===== config.mk =====
export PLATFORM = sky130hd
export DESIGN_NAME = bft_ram
export DESIGN_NICKNAME = d
export VERILOG_FILES = /design/src/bft_ram.sv
export SDC_FILE = /design/constraint.sdc
export NUM_CORES = 1
export LEC_CHECK = 0
export ABC_AREA = 1
export ABC_CLOCK_PERIOD_IN_PS = 1500
export BUFFER_PORTS_ARGS = -buffer_cell sky130_fd_sc_hd__buf_2
export CAP_MARGIN = 10
export CORE_MARGIN = 4
export CORE_UTILIZATION = 35
export CTS_CLUSTER_SIZE = 40
export DETAILED_ROUTE_END_ITERATION = 7
export PLACE_DENSITY_LB_ADDON = 0.12
export RECOVER_POWER = 25
export REMOVE_ABC_BUFFERS = 1
export SYNTH_ARGS = -nofsm -noshare
export SYNTH_HDL_FRONTEND = slang
export SYNTH_SLANG_ARGS = --single-unit

===== constraint.sdc =====
create_clock -name clk -period 1.5 [get_ports clk]
set_clock_uncertainty 0.2 [all_clocks]
set_input_delay 0.075 -clock clk [delete_from_list [all_inputs] [get_ports clk]]
set_output_delay 0.075 -clock clk [all_outputs]
set_load 0.03 [all_outputs]

===== src/bft_ram.sv =====
`timescale 1ns / 1ps
`default_nettype none

module bft_ram #(
	parameter int WIDTH  = 8,
	parameter int ADDR_W = 4
) (
	input  wire logic              clk,
	input  wire logic              we,
	input  wire logic [ADDR_W-1:0] waddr,
	input  wire logic [WIDTH-1:0]  wdata,
	input  wire logic [ADDR_W-1:0] raddr,
	output logic      [WIDTH-1:0]  rdata
);

	logic [WIDTH-1:0] mem_q [2**ADDR_W];

	always_ff @(posedge clk) begin
		if (we) begin
			mem_q[waddr] <= wdata;
		end
		rdata <= mem_q[raddr];
	end

endmodule

`default_nettype wire


## Word level (Yosys, flattened, before mapping)

Memory sizes are Yosys's and may differ from the RTL's. A register that Yosys moved wholly into a read port is not among the register bits.
Index checks and enable logic that the tools add are counted.
W data, S select, Z words.

| word-level totals | value |
|---|---|
| word-level logic and storage cells | 3 |
| memories kept | 1 |
| bits in latches | 0 |
| flip-flop bits (word level) | 0 |
| output and inout bits | 8 |
| memory bits (read-only) | 0 |
| bits of input ports | 18 |
| RAM bits | 128 |

Memories:

| name | depth | bits a word | rd ports | clocked after memory_dff | wr ports | RTL line | RTL |
|---|---|---|---|---|---|---|---|
| mem_q | 16 | 8 | 1 | 1 | 1 | 16 | `logic [WIDTH-1:0] mem_q [2**ADDR_W];` |

| operators by class | value |
|---|---|
| shifts and indexed selects | 0 |
| eq/ne operators | 0 |
| $lt $le $gt $ge | 0 |
| muxes and demuxes | 2 |
| reductions and logical operators | 0 |
| bitwise operators | 0 |
| add/sub/neg operators | 0 |
| multipliers | 0 |
| div/mod/pow operators | 0 |

Operators with widths:

| cell | count |
|---|---|
| $mux W1 | 2 |

## Logic depth before layout (Yosys ltp)

| depth | value |
|---|---|
| depth in word-level cells | 2 |
| mapped depth | 8 |
| gate-level depth less buffers | 7 |

## Worst setup path after synthesis

OpenSTA, ideal clock, no wires.

| path | value |
|---|---|
| kind | input to register |
| start point | in waddr[2] |
| end point | mem mem_q[10][0], enable pin |
| arrival time | 0.656 ns |
| cell stages on the path | 2 |
| setup time | 0.370 ns |
| buffers on the path | 0 |
| required time | 0.930 ns |
| path slack | 0.274 ns |
| cell sequence | nand3b_1 -> nor2_1 |

RTL lines:

| what | RTL line | RTL |
|---|---|---|
| start: declaration | 10 | `input wire logic [ADDR_W-1:0] waddr,` |
| end: declaration | 16 |  |

No word-level cell before the write port.

## Worst setup path after layout

| path | value |
|---|---|
| start point | reg rdata[1] (read register of mem_q) |
| end point | out rdata[1] |

RTL lines:

| what | RTL line | RTL |
|---|---|---|
| start: declaration | 13 | `output logic [WIDTH-1:0] rdata` |

No word-level cell between the ends.

==> results.toml <==
[sta]
setup_tns_ns = 0
hold_violations = 0
setup_viol = 0
relSlewSlack = 0.6066
fin_ws_ns = 0.2035
worst_slew_pin_slew_ns = 0.5901
slew_violations = 0
period_needed_ns = 1.296
fin_crit_sh = 0.8643
rsz0062_at_grt = "no"
whs_ns = 0.03736
fmax_ghz = 0.7713

[worst_setup_path]
cp.depth = 1
startpoint_type = "flip-flop"
cp_max_fo = 1
cp.required_ns = 1.22
crit_arrival_ns = 1.02
crit_chain = "buf_2"
endpoint_kind = "output port"
r2r_cells = 6
slowest_delay_ns = 0.39
critical_path.top_delay_family = "flip-flops"
cp.buffers_inverters = 1
cp_slowest_cell = "dfxtp_1"
crit_type = "flip-flop to output port"

[placement]
gp_congestion = 0.7841
hpwl_mm = 8.897
dpl_worst_slack_ns = 0.09207
place_area_um2 = 6269
portBuffers = 25

[yosys]
syn-instance-count = 551
synthesis.area_um2 = 5767
ys_warn_count = 0
synth_cell_type_count = 12
ys_seq_area_frac = 0.6943
yosys.area.top_type_share = 0.6665
ys_seq_elements = 136
yosys-top-cells-area = "edfxtp_1, nand2_1, nand3_1"
yosysTopAreaCell = "edfxtp_1"
avgSynthCellArea_um2 = 10.47

[routing]
drt_iter0_drc = 282
postRouteAntennaNets = 0
drt_first_pass_iters = 6
viasPerCell = 4.528
drt-total-wl_mm = 14.11
wl_per_cell_um = 16.86
via_count = 3790
remaining_drc_errors = 0

[final_layout]
antenna_cells = 0
drive_gt1_frac = 0.1143
multiInputGateArea_um2 = 1214
stdcell_area_um2 = 6950
fin_util = 0.4344
fin_nets = 626
n_fill_cell = 1598
regArea_um2 = 4004
area_delta_synth_final_pct = 20.53

[floorplan]
start_util = 0.3604
die_x_um = 136.4
core_um2 = 16000
die_height_um = 136.4
ioPinCount = 26
dieArea_um2 = 18590
core.rowCount = 46

[pwr]
vdd_ir_drop_max_mv = 0.8448
power.density_nw_per_um2 = 1345
p_leak_nw = 2.966

[global_routing]
grt_overflow = 0
antenna_found_initial = 0
grt_use_total = 0.1642
first_global_vias = 3782
grt_start_max_net_pins = 50
grt_pass1_wl_mm = 22.17

[hold_path]
whs_path_depth = 5
min_path_type = "primary input to flip-flop"

[clock_network]
cts_sinks = 136
post-cts-setup-buffer-count = 0
clockBufferDepth = 2
path_clk_slew_ns = 0.06
cts-root-buf = "clkbuf_16"
htreeDepth = 4
cts_tree = "yes"
insertion_delay_ns = 0.41
numCtsBuffers = 17

[run_status]
outcome = "complete, no violations"

[run]
maxCapViolCount = 0
## cell families (layout without fill, tap and decap cells)
family,after synthesis,after routing,share of synthesized area
DFF,136,136,0.6943
buffers and inverters,126,196,0.09525
and+or+nand+nor,289,289,0.2105
## per-stage QoR
step,power (W),instances
6_report,0.009350,837
5_1_grt,0.009668,837
4_1_cts,0.009438,837
3_5_place_dp,0.004968,796
3_3_place_gp,0.004966,796
2_1_floorplan,0.004627,527
## power breakdown
group          leakage [nW]  total, W  switching, W  internal, W
Sequential             1.22   0.00428     0.0000288      0.00425
Clock                 0.295   0.00446       0.00153      0.00293
Combinational          1.45  0.000614      0.000427     0.000187
Total                  2.97   0.00935       0.00199      0.00736
## path summary, 6_finish.rpt
| kind | startpoint | endpoint | slack, ns |
|---|---|---|---|
| hold / removal | raddr[2] | rdata[4] | 0.04 |
| hold reg to reg | mem_q[14][4] | rdata[4] | 0.47 |
| setup reg to reg | mem_q[1][7] | rdata[7] | 0.24 |
| setup / recovery | rdata[1] | rdata[1] | 0.20 |
## layout by cell type, fill, tap and decap left out, types with 8 or more instances in the layout
| master | instances |
|---|---|
| clkbuf_16 | 17 |
| inv_1 | 100 |
| buf_4 | 12 |
| buf_2 | 24 |
| nand2_1 | 173 |
| dfxtp_1 | 8 |
| edfxtp_1 | 128 |
| nor2_1 | 17 |
| dlygate4sd3_1 | 9 |
| clkbuf_1 | 13 |
| nand3_1 | 97 |
## state kept, by name, indices dropped and copies added, names as in the netlist
name and flops:
mem_q 128, rdata 8
## cell usage after synthesis, drive strengths merged
cell and number:
nand3 97, nand2 173, dfxtp 8, nor2 17
nand3b 2, buf 24, edfxtp 128, inv 102
## final cells by class
type / count / area share
repair buffers: 62 / 0.06409
flip-flops and latches: 136 / 0.5761
multi-input cells: 289 / 0.1746
clock inverters: 14 / 0.02952
well taps: 216 / 0.03888
inverters: 102 / 0.05509
clock buffers: 18 / 0.06175
## metal layers
layer  track usage  part of all wire
met5             0                 0
met4       0.05487             0.016
met3       0.03294             0.043
met2        0.2438              0.44
met1        0.2408              0.50
## what timing repair did
item | CTS | global route
endpoints found under the hold margin | 136 | 0
endpoints found under the setup margin | 0 | 0
resized for setup | 0 | 0
hold buffers | 9 | 0
(Power assumes the default switching activity.)
